**src/sv/aabb_circle_collision_defines.svh**
```systemverilog
// Assertion macros for aabb_circle_collision.sv, which checks its own logic.
`ifndef AABB_CIRCLE_COLLISION_DEFINES_SVH
`define AABB_CIRCLE_COLLISION_DEFINES_SVH

// Clocked check that is switched off while reset is asserted.
`define ACC_CHECK(label, prop, msg) \
	label: assert property (@(posedge clk) disable iff (!arst_n) prop) else $error(msg);

// Clocked check that also holds while reset is asserted.
`define ACC_CHECK_ALWAYS(label, prop, msg) \
	label: assert property (@(posedge clk) prop) else $error(msg);

`endif

```
**src/sv/acc_pkg.sv**
```systemverilog
package acc_pkg;

	localparam int FRAC_BITS = 16;
	localparam int COORD_W   = 31;
	localparam int EXT_W     = 29;
	localparam int DEPTH_W   = 31;
	localparam int NORM_W    = 18;

	// Square root: one root bit per cell, the radicand is below 2^(2*LEN_W).
	localparam int LEN_W     = 29;
	localparam int RAD_W     = 2 * LEN_W;
	localparam int REM_W     = LEN_W + 2;
	// Division: one quotient bit per cell, the quotient never exceeds 2^FRAC_BITS.
	localparam int Q_BITS    = FRAC_BITS + 1;
	localparam int NUM_W     = LEN_W + Q_BITS;

	localparam logic [DEPTH_W-1:0] DEPTH_MAX = {DEPTH_W{1'b1}};
	localparam logic signed [NORM_W-1:0] NORM_ONE = NORM_W'(1 << FRAC_BITS);

	typedef struct packed {
		logic                      hit;
		logic                      interior;
		logic                      neg_x;
		logic                      neg_y;
		logic [LEN_W-1:0]          adx;
		logic [LEN_W-1:0]          ady;
		logic [EXT_W-1:0]          radius;
		logic [LEN_W-1:0]          len;
		logic [DEPTH_W-1:0]        in_depth;
		logic signed [NORM_W-1:0]  in_nx;
		logic signed [NORM_W-1:0]  in_ny;
	} tag_t;

endpackage

```
**src/sv/acc_div_cell.sv**
```systemverilog
module acc_div_cell (
	input  logic                        clk,
	input  logic                        en,
	input  logic [acc_pkg::LEN_W-1:0]   divisor_in,
	input  logic [acc_pkg::LEN_W-1:0]   rem_in,
	input  logic [acc_pkg::Q_BITS-1:0]  low_in,
	input  logic [acc_pkg::Q_BITS-1:0]  quot_in,
	output logic [acc_pkg::LEN_W-1:0]   divisor_out,
	output logic [acc_pkg::LEN_W-1:0]   rem_out,
	output logic [acc_pkg::Q_BITS-1:0]  low_out,
	output logic [acc_pkg::Q_BITS-1:0]  quot_out
);
	import acc_pkg::*;

	logic [LEN_W:0] part;
	logic           take;

	// Restoring step: shift in the next numerator bit and subtract if it fits.
	assign part = {rem_in, low_in[Q_BITS-1]};
	assign take = part >= {1'b0, divisor_in};

	always_ff @(posedge clk) begin
		if (en) begin
			divisor_out <= divisor_in;
			rem_out     <= take ? LEN_W'(part - {1'b0, divisor_in}) : LEN_W'(part);
			low_out     <= {low_in[Q_BITS-2:0], 1'b0};
			quot_out    <= {quot_in[Q_BITS-2:0], take};
		end
	end

endmodule

```
**config.mk**
```make
export PLATFORM = sky130hd
export DESIGN_NAME = acc_div_cell
export DESIGN_NICKNAME = d
export VERILOG_FILES = /design/src/sv/aabb_circle_collision_defines.svh /design/src/sv/acc_pkg.sv /design/src/sv/acc_div_cell.sv
export SDC_FILE = /design/constraint.sdc
export NUM_CORES = 1
export LEC_CHECK = 0
export ABC_AREA = 1
export BUFFER_PORTS_ARGS = -buffer_cell sky130_fd_sc_hd__clkbuf_2
export CAP_MARGIN = 40
export CELL_PAD_IN_SITES_DETAIL_PLACEMENT = 1
export CELL_PAD_IN_SITES_GLOBAL_PLACEMENT = 2
export CORE_MARGIN = 2
export CORE_UTILIZATION = 31
export CTS_CLUSTER_DIAMETER = 200
export DETAILED_ROUTE_END_ITERATION = 12
export GPL_TIMING_DRIVEN = 0
export PLACE_DENSITY_LB_ADDON = 0.1
export REMOVE_ABC_BUFFERS = 1
export SLEW_MARGIN = 20
export SYNTH_ARGS = -nofsm -noshare
export SYNTH_HDL_FRONTEND = slang
export SYNTH_SLANG_ARGS = --single-unit
```
**constraint.sdc**
```tcl
create_clock -name clk -period 2.9 [get_ports clk]
set_input_delay 0.435 -clock clk [delete_from_list [all_inputs] [get_ports clk]]
set_output_delay 0.435 -clock clk [all_outputs]
set_load 0.01 [all_outputs]
```
==> out/qor.yml <==
fin_crit_sh_pct: 82.6
die_w_um: 140
clockBufferDepth: 2
place_congestion: 0.783
layout_common_cells: "nand2_1 (242), clkbuf_2 (182), inv_1 (133)"
antenna_found_initial: 0
cp_max_fo: 32
num_io_pins: 186
crit_required_ps: 3000
syn_area_mm2: 0.00573
cts-resized-gates: 0
relSlewSlack_pct: 49.9
pwr-share-comb_pct: 23.8
clkSinkCount: 91
design_area_mm2: 0.00720
syn_to_final_growth_pct: 25.7
track_usage_pct: 18.4
vias_per_cell: 4.52
outcome: "completed"
holdCritPathClass: "input pin to flip-flop"
powerDensity_mw_per_mm2: 541
path_clk_slew_ps: 70
drive_gt1_share_pct: 28.8
synth_cell_types: 34
cts_tree: "built"
cts_buffers: 9
worst_setup_path_end_kind: "flip-flop"
period_needed_ps: 2400
fin_setup_tns_ps: 0
drc: 0
num_antenna_cells: 0
drt-initial-drc-count: 154
ir_drop_mv: 0.266
cap_violations: 0
dp_cells: 1087
arrival_ps: 2500
htreeDepth: 3
dp_hpwl_mm: 14.0
die_area_mm2: 0.0196
syn_inst: 682
p_clk_share_pct: 33.9
grt_max_degree: 92
p_leak_nw: 3.83
grt_pass1_wl_mm: 28.1
cts_hold_buf: 0
start_util_pct: 31.8
place_area_mm2: 0.00688
tightest_slew_ps: 752
rsz0062_at_grt: "false"
final_common_cell: "nand2_1"
cts-root-buf: "clkbuf_16"
die_height_um: 140
route.final.wire_length_mm: 17.4
yosysWarningCount: 0
ys_seq_area_share_pct: 47.7
coreArea_mm2: 0.0180
critPathKind: "input pin to flip-flop"
rows: 49
wl_per_cell_um: 15.8
vias: 4982
power.internal_w: 0.00272
fin_nets: 993
finalSetupViolCount: 0
grt_pass1_vias: 5368
overflow: 0
firstDrtPassIters: 4
switching_share_pct: 30.3
seqPwrFrac_pct: 42.3
max_freq_mhz: 417
cts_setup_buffers: 0
layout.cells.non_filler: 1103
io_buffer_count: 183
ant_nets: 0
ys_ff_latch: 91
syn-mean-instance-area_um2: 8.41
slew_violations: 0
hold_viol: 0
p_switching_w: 0.00118
cp-start-kind: "input pin"
-- path summary, 6_finish.rpt --
check             slack, ps  depth (start not counted)           to            from
setup / recovery        500                         11  rem_out[18]  divisor_in[25]
hold / removal          260                          1   low_out[5]       low_in[4]
-- registers in the layout, indices dropped and copies added (netlist names) --
signal	count
quot_out	17
rem_out	29
low_out	16
divisor_out	29
-- synth_stat cells, drive strengths merged --
cell / instances / area (µm²)
ha: 29 / 363
nand4: 6 / 37.5
nand3: 68 / 443
fa: 1 / 20.0
nor3: 3 / 25.0
inv: 139 / 522
o21ai: 4 / 27.5
nand2: 254 / 988
xnor2: 1 / 8.76
a21o: 1 / 7.51
nor2: 37 / 186
edfxtp: 91 / 2730
or2: 2 / 15.0
conb: 1 / 3.75
nand3b: 7 / 52.6
clkinv: 2 / 7.51
xor2: 11 / 96.3
a21oi: 16 / 83.8
buf: 8 / 91.3
a31oi: 1 / 21.3
-- power groups by stage --
stage	Combinational, W	Sequential, W	Clock [W]
3_5_place_dp	0.000947	0.00168	0
5_1_grt	0.00105	0.00166	0.00141
3_3_place_gp	0.000922	0.00167	0
2_1_floorplan	0.000470	0.00175	0
6_report	0.000928	0.00165	0.00132
4_1_cts	0.000954	0.00165	0.00137
-- through the flow --
step                      total power [W]  hold WS [ps]  worst slack, ps  utilization (%)
after floorplan                   0.00222           534              746                -
after global placement            0.00259           611             65.8             38.0
after detailed placement          0.00263           614             67.8             38.2
after CTS                         0.00398           240              444             40.0
after global routing              0.00413           243              317             40.0
final                             0.00390           257              504             40.0
-- critical path, cell delays in order --
cell and delay, ps:
clkbuf_2 90, inv_1 40, ha_1 380, a21oi_1 240, nand2_1 110, nand2_1 70
nand2_1 120, a21oi_2 180, nand3_4 470, nand3_2 270, nand2_1 70
-- cells by family (layout without fill, tap and decap cells) --
kind of cell / Yosys count / after routing / synth area share, %
simple gates: 377 / 377 / 30.5
other cells: 1 / 1 / 0.0654
fa+ha+maj: 30 / 30 / 6.68
buf+inv: 149 / 341 / 10.8
xor+xnor: 12 / 12 / 1.83
flops: 91 / 91 / 47.7
compound gates: 22 / 22 / 2.44
-- layer usage --
layer | vias to the layer above | share of wire [%] | track usage (%)
li1 | 2528 | - | -
met1 | 2307 | 47 | 24.3
met2 | 134 | 47 | 30.9
met3 | 13 | 4.8 | 3.01
met4 | 0 | 1.3 | 5.58
met5 | - | 0 | 0
-- cell type report --
type | count | area (µm²)
inverter | 141 | 529
timing repair buffer | 184 | 952
clock buffer | 10 | 229
tap | 229 | 287
fill | 2212 | 10800
sequential | 91 | 2730
multi-input combinational | 442 | 2380
clock inverter | 6 | 95.1
Power figures use the tool's default switching activity.
