$ cat src/sv/aabb_circle_collision_defines.svh
// Assertion macros for aabb_circle_collision.sv, which checks its own logic.
`ifndef AABB_CIRCLE_COLLISION_DEFINES_SVH
`define AABB_CIRCLE_COLLISION_DEFINES_SVH

// Clocked check that is switched off while reset is asserted.
`define ACC_CHECK(label, prop, msg) \
	label: assert property (@(posedge clk) disable iff (!arst_n) prop) else $error(msg);

// Clocked check that also holds while reset is asserted.
`define ACC_CHECK_ALWAYS(label, prop, msg) \
	label: assert property (@(posedge clk) prop) else $error(msg);

`endif

$ cat src/sv/acc_pkg.sv
package acc_pkg;

	localparam int FRAC_BITS = 16;
	localparam int COORD_W   = 31;
	localparam int EXT_W     = 29;
	localparam int DEPTH_W   = 31;
	localparam int NORM_W    = 18;

	// Square root: one root bit per cell, the radicand is below 2^(2*LEN_W).
	localparam int LEN_W     = 29;
	localparam int RAD_W     = 2 * LEN_W;
	localparam int REM_W     = LEN_W + 2;
	// Division: one quotient bit per cell, the quotient never exceeds 2^FRAC_BITS.
	localparam int Q_BITS    = FRAC_BITS + 1;
	localparam int NUM_W     = LEN_W + Q_BITS;

	localparam logic [DEPTH_W-1:0] DEPTH_MAX = {DEPTH_W{1'b1}};
	localparam logic signed [NORM_W-1:0] NORM_ONE = NORM_W'(1 << FRAC_BITS);

	typedef struct packed {
		logic                      hit;
		logic                      interior;
		logic                      neg_x;
		logic                      neg_y;
		logic [LEN_W-1:0]          adx;
		logic [LEN_W-1:0]          ady;
		logic [EXT_W-1:0]          radius;
		logic [LEN_W-1:0]          len;
		logic [DEPTH_W-1:0]        in_depth;
		logic signed [NORM_W-1:0]  in_nx;
		logic signed [NORM_W-1:0]  in_ny;
	} tag_t;

endpackage

$ cat src/sv/acc_sqrt_cell.sv
module acc_sqrt_cell (
	input  logic                       clk,
	input  logic                       en,
	input  logic [acc_pkg::REM_W-1:0]  rem_in,
	input  logic [acc_pkg::LEN_W-1:0]  root_in,
	input  logic [acc_pkg::RAD_W-1:0]  rad_in,
	output logic [acc_pkg::REM_W-1:0]  rem_out,
	output logic [acc_pkg::LEN_W-1:0]  root_out,
	output logic [acc_pkg::RAD_W-1:0]  rad_out
);
	import acc_pkg::*;

	logic [REM_W+1:0] part;
	logic [REM_W+1:0] trial;
	logic             take;

	// Bring down the next two radicand bits and try the next root bit.
	assign part  = {rem_in, rad_in[RAD_W-1 -: 2]};
	assign trial = (REM_W+2)'({root_in, 2'b01});
	assign take  = part >= trial;

	always_ff @(posedge clk) begin
		if (en) begin
			rem_out  <= take ? REM_W'(part - trial) : REM_W'(part);
			root_out <= {root_in[LEN_W-2:0], take};
			rad_out  <= {rad_in[RAD_W-3:0], 2'b00};
		end
	end

endmodule

$ cat config.mk
export PLATFORM = sky130hd
export DESIGN_NAME = acc_sqrt_cell
export DESIGN_NICKNAME = d
export VERILOG_FILES = /design/src/sv/aabb_circle_collision_defines.svh /design/src/sv/acc_pkg.sv /design/src/sv/acc_sqrt_cell.sv
export SDC_FILE = /design/constraint.sdc
export NUM_CORES = 1
export LEC_CHECK = 0
export ABC_CLOCK_PERIOD_IN_PS = 6100
export BUFFER_PORTS_ARGS = -buffer_cell sky130_fd_sc_hd__buf_2
export CORE_ASPECT_RATIO = 1.4
export CORE_MARGIN = 10
export CORE_UTILIZATION = 40
export CTS_BUF_LIST = sky130_fd_sc_hd__clkbuf_8
export DETAILED_ROUTE_END_ITERATION = 12
export PLACE_DENSITY_LB_ADDON = 0.25
export SYNTH_ARGS = -nofsm -noshare
export SYNTH_HDL_FRONTEND = slang
export SYNTH_SLANG_ARGS = --single-unit
$ cat constraint.sdc
create_clock -name clk -period 6.1 [get_ports clk]
set_clock_uncertainty 0.15 [all_clocks]
set_input_delay 0 -clock clk [delete_from_list [all_inputs] [get_ports clk]]
set_output_delay 0 -clock clk [all_outputs]
set_load 0.1 [all_outputs]
==> impl_metrics.json <==
{
  "postLayoutSetupSlackWorst_ns": 2.32,
  "crit_required_ns": 6.13,
  "grt_max_degree": 77,
  "synth_ff_type": "edfxtp_1",
  "io_buffers": 235,
  "postRouteAntennaNets": 0,
  "critical_path_class": "in2reg",
  "cts_max_level": 4,
  "crit_arrival_ns": 3.81,
  "slew_headroom_pct": 37.2,
  "post-synth-top-count-cell": "edfxtp_1",
  "syn_area_um2": 5850,
  "synth_cells": 433,
  "yosys.area_share.simple_pct": 7.08,
  "hold_start": "rem_in[30]",
  "async_flop_share_pct": 0,
  "start_util_pct": 40.7,
  "synth.avg_cell_area_um2": 13.5,
  "gr-usage-all-layers_pct": 18.0,
  "route.detailed.vias_per_inst": 4.81,
  "drtPass1Iterations": 4,
  "cts_tree": "built",
  "outcome": "finished clean",
  "pin_count": 238,
  "postRouteWirelength_um": 18500,
  "hp-class": "in2reg",
  "fin_nets": 941,
  "ys_seq_elements": 116,
  "dp_hpwl_um": 13000,
  "antenna_found_initial": 2,
  "clk_root_buffer_cell": "clkbuf_8",
  "p_leak_nw": 3.89,
  "overflow": 0,
  "cts_num_sinks": 116,
  "gp_congestion": 0.895,
  "synth_edf_count": 116,
  "period_needed_ns": 3.78,
  "synthTopCellsByCount": "edfxtp_1 (116), inv_1 (39), a21oi_1 (34)",
  "peakVddDrop_mv": 0.208,
  "yosysWarnings": 0,
  "design.die.area_um2": 19900,
  "synth_top_family_by_area": "compound AO/OA/AOI/OAI gates",
  "grt_pass1_vias": 5103,
  "synth.distinct_cells": 50,
  "coreArea_um2": 14400,
  "clock_path_buffers": 2,
  "holdPathStages": 5,
  "cp_max_fo": 16,
  "cts_buffers": 17,
  "synth_xor_area_share_pct": 3.90,
  "routedWlPerCell_um": 18.7,
  "finalMaxSlewViolations": 0,
  "drc": 0,
  "rsz0062_at_grt": "no",
  "die_h_um": 163,
  "finalHoldViolations": 0,
  "ys_seq_area_share_pct": 59.6,
  "area_delta_synth_final_pct": 49.5,
  "synth_compound_area_share_pct": 10.2,
  "drt-initial-drc-count": 282,
  "yosysTopAreaCellShare_pct": 59.6,
  "synth.area.top_cells": "edfxtp_1 (60%), mux2_4 (6.7%), ha_1 (6.6%)",
  "crit_path_end_kind": "flip-flop",
  "clkSlewWorstSetupHoldPaths_ns": 0.07,
  "vias": 4781,
  "synth-adder-area-share_pct": 6.64,
  "layout-drive-gt1-share_pct": 37.8,
  "synthMuxAreaShare_pct": 7.56,
  "synth_top_area_cell": "edfxtp_1",
  "rows": 52,
  "finalSetupViolations": 0,
  "finalSetupTns_ns": 0,
  "worst_pin_slew_ns": 0.941,
  "power.density_nw_per_um2": 327,
  "dp_slack_ns": 2.45,
  "min_period_over_period_pct": 62.0,
  "critPathLaunchType": "input port",
  "min_to": "rem_out[29]",
  "crit_path_start": "root_in[6]",
  "cap_violations": 0,
  "clock.fmax_mhz": 264,
  "grt_pass1_wl_um": 27900,
  "die_w_um": 122,
  "ctsResizeCount": 0
}
## stage by stage
| stage | total power (W) | instance area [um2] | utilization [%] | hold WS [ns] | instances |
|---|---|---|---|---|---|
| final | 0.00286 | 8740 | 60.8 | 0.0669 | 993 |
| after CTS | 0.00288 | 8730 | 60.7 | 0.0335 | 991 |
| after floorplan | 0.00184 | 5850 | - | -0.0511 | 434 |
| after detailed placement | 0.00202 | 7130 | 49.6 | 0.0288 | 844 |
| after global routing | 0.00297 | 8740 | 60.8 | 0.0972 | 993 |
| after global placement | 0.00201 | 7130 | 49.6 | 0.0272 | 844 |
## power breakdown
group | switching [W] | total [W] | internal (W)
Combinational | 0.000805 | 0.00107 | 0.000261
Sequential | 0.0000206 | 0.000997 | 0.000976
Clock | 0.000349 | 0.000798 | 0.000449
## layout make-up
class	instances	area, um2
antenna	2	5.00
clock buffer	17	234
clock inverter	14	204
fill	1115	5640
inverter	39	146
multi-input combinational	263	2070
sequential	116	3480
tap	189	236
timing repair buffer	353	2350
## layout by cell type, fill, tap and decap left out, drive strengths merged, types with 2 or more instances in the layout
cell type      n
a211oi         2
a21boi         2
a21o          11
a21oi         34
a221oi         2
a31oi          3
and2           4
and3           3
buf          237
bufinv         4
clkbuf        17
clkinv         6
clkinvlp       2
conb           2
diode          2
dlygate4sd3  116
edfxtp       116
ha            31
inv           41
mux2          27
mux2i          4
nand2         26
nand2b         4
nand3         10
nand3b         2
nand4          8
nor2          17
nor2b          3
nor3           5
o211ai         2
o21a           4
o21ai         15
o21bai         5
o31ai          3
xnor2         12
xor2          14
## sequential cells by signal (all words and copies together) (netlist names)
signal and cells:
rad_out 56, rem_out 31, root_out 29
## worst max-delay path, cell delays in order
cell and delay (ns):
dlygate4sd3_1 0.56, buf_2 0.13, inv_1 0.04, ha_1 0.39
a21oi_1 0.22, nand3_1 0.16, a41oi_2 0.25, o211ai_2 0.17
a31oi_4 0.27, o21ai_2 0.13, a31oi_4 0.68, buf_4 0.44
mux2_2 0.37
## how the worst max path moves through the flow
stage | to | slack, ns | cells past startpoint
6_report | rem_out[30] | 2.32 | 13
4_1_cts | rem_out[30] | 2.31 | 12
3_5_place_dp | rem_out[30] | 2.45 | 12
5_1_grt | rem_out[30] | 2.09 | 13
3_3_place_gp | rem_out[30] | 2.52 | 12
2_1_floorplan | rem_out[10] | 3.42 | 12
## cell families after synthesis
| logic type | Yosys count |
|---|---|
| other cells | 1 |
| compound gates | 88 |
| flops | 116 |
| buf+inv | 55 |
| xor+xnor | 26 |
| mux | 31 |
| fa+ha+maj | 31 |
| simple gates | 85 |
## per-layer routing
metal	vias to the layer above	GRT usage, %	part of all wire [%]
li1	2311	-	-
met1	2258	18.1	36
met2	196	33.5	53
met3	16	6.08	9.0
met4	0	5.75	1.3
met5	-	0	0
## repair_timing
| item | in CTS | in global routing |
|---|---|---|
| setup endpoints to repair | 0 | 0 |
| setup buffers | 0 | 0 |
| endpoints found under the hold margin | 155 | 0 |
| hold buffers | 116 | 0 |
(Power assumes the default switching activity.)
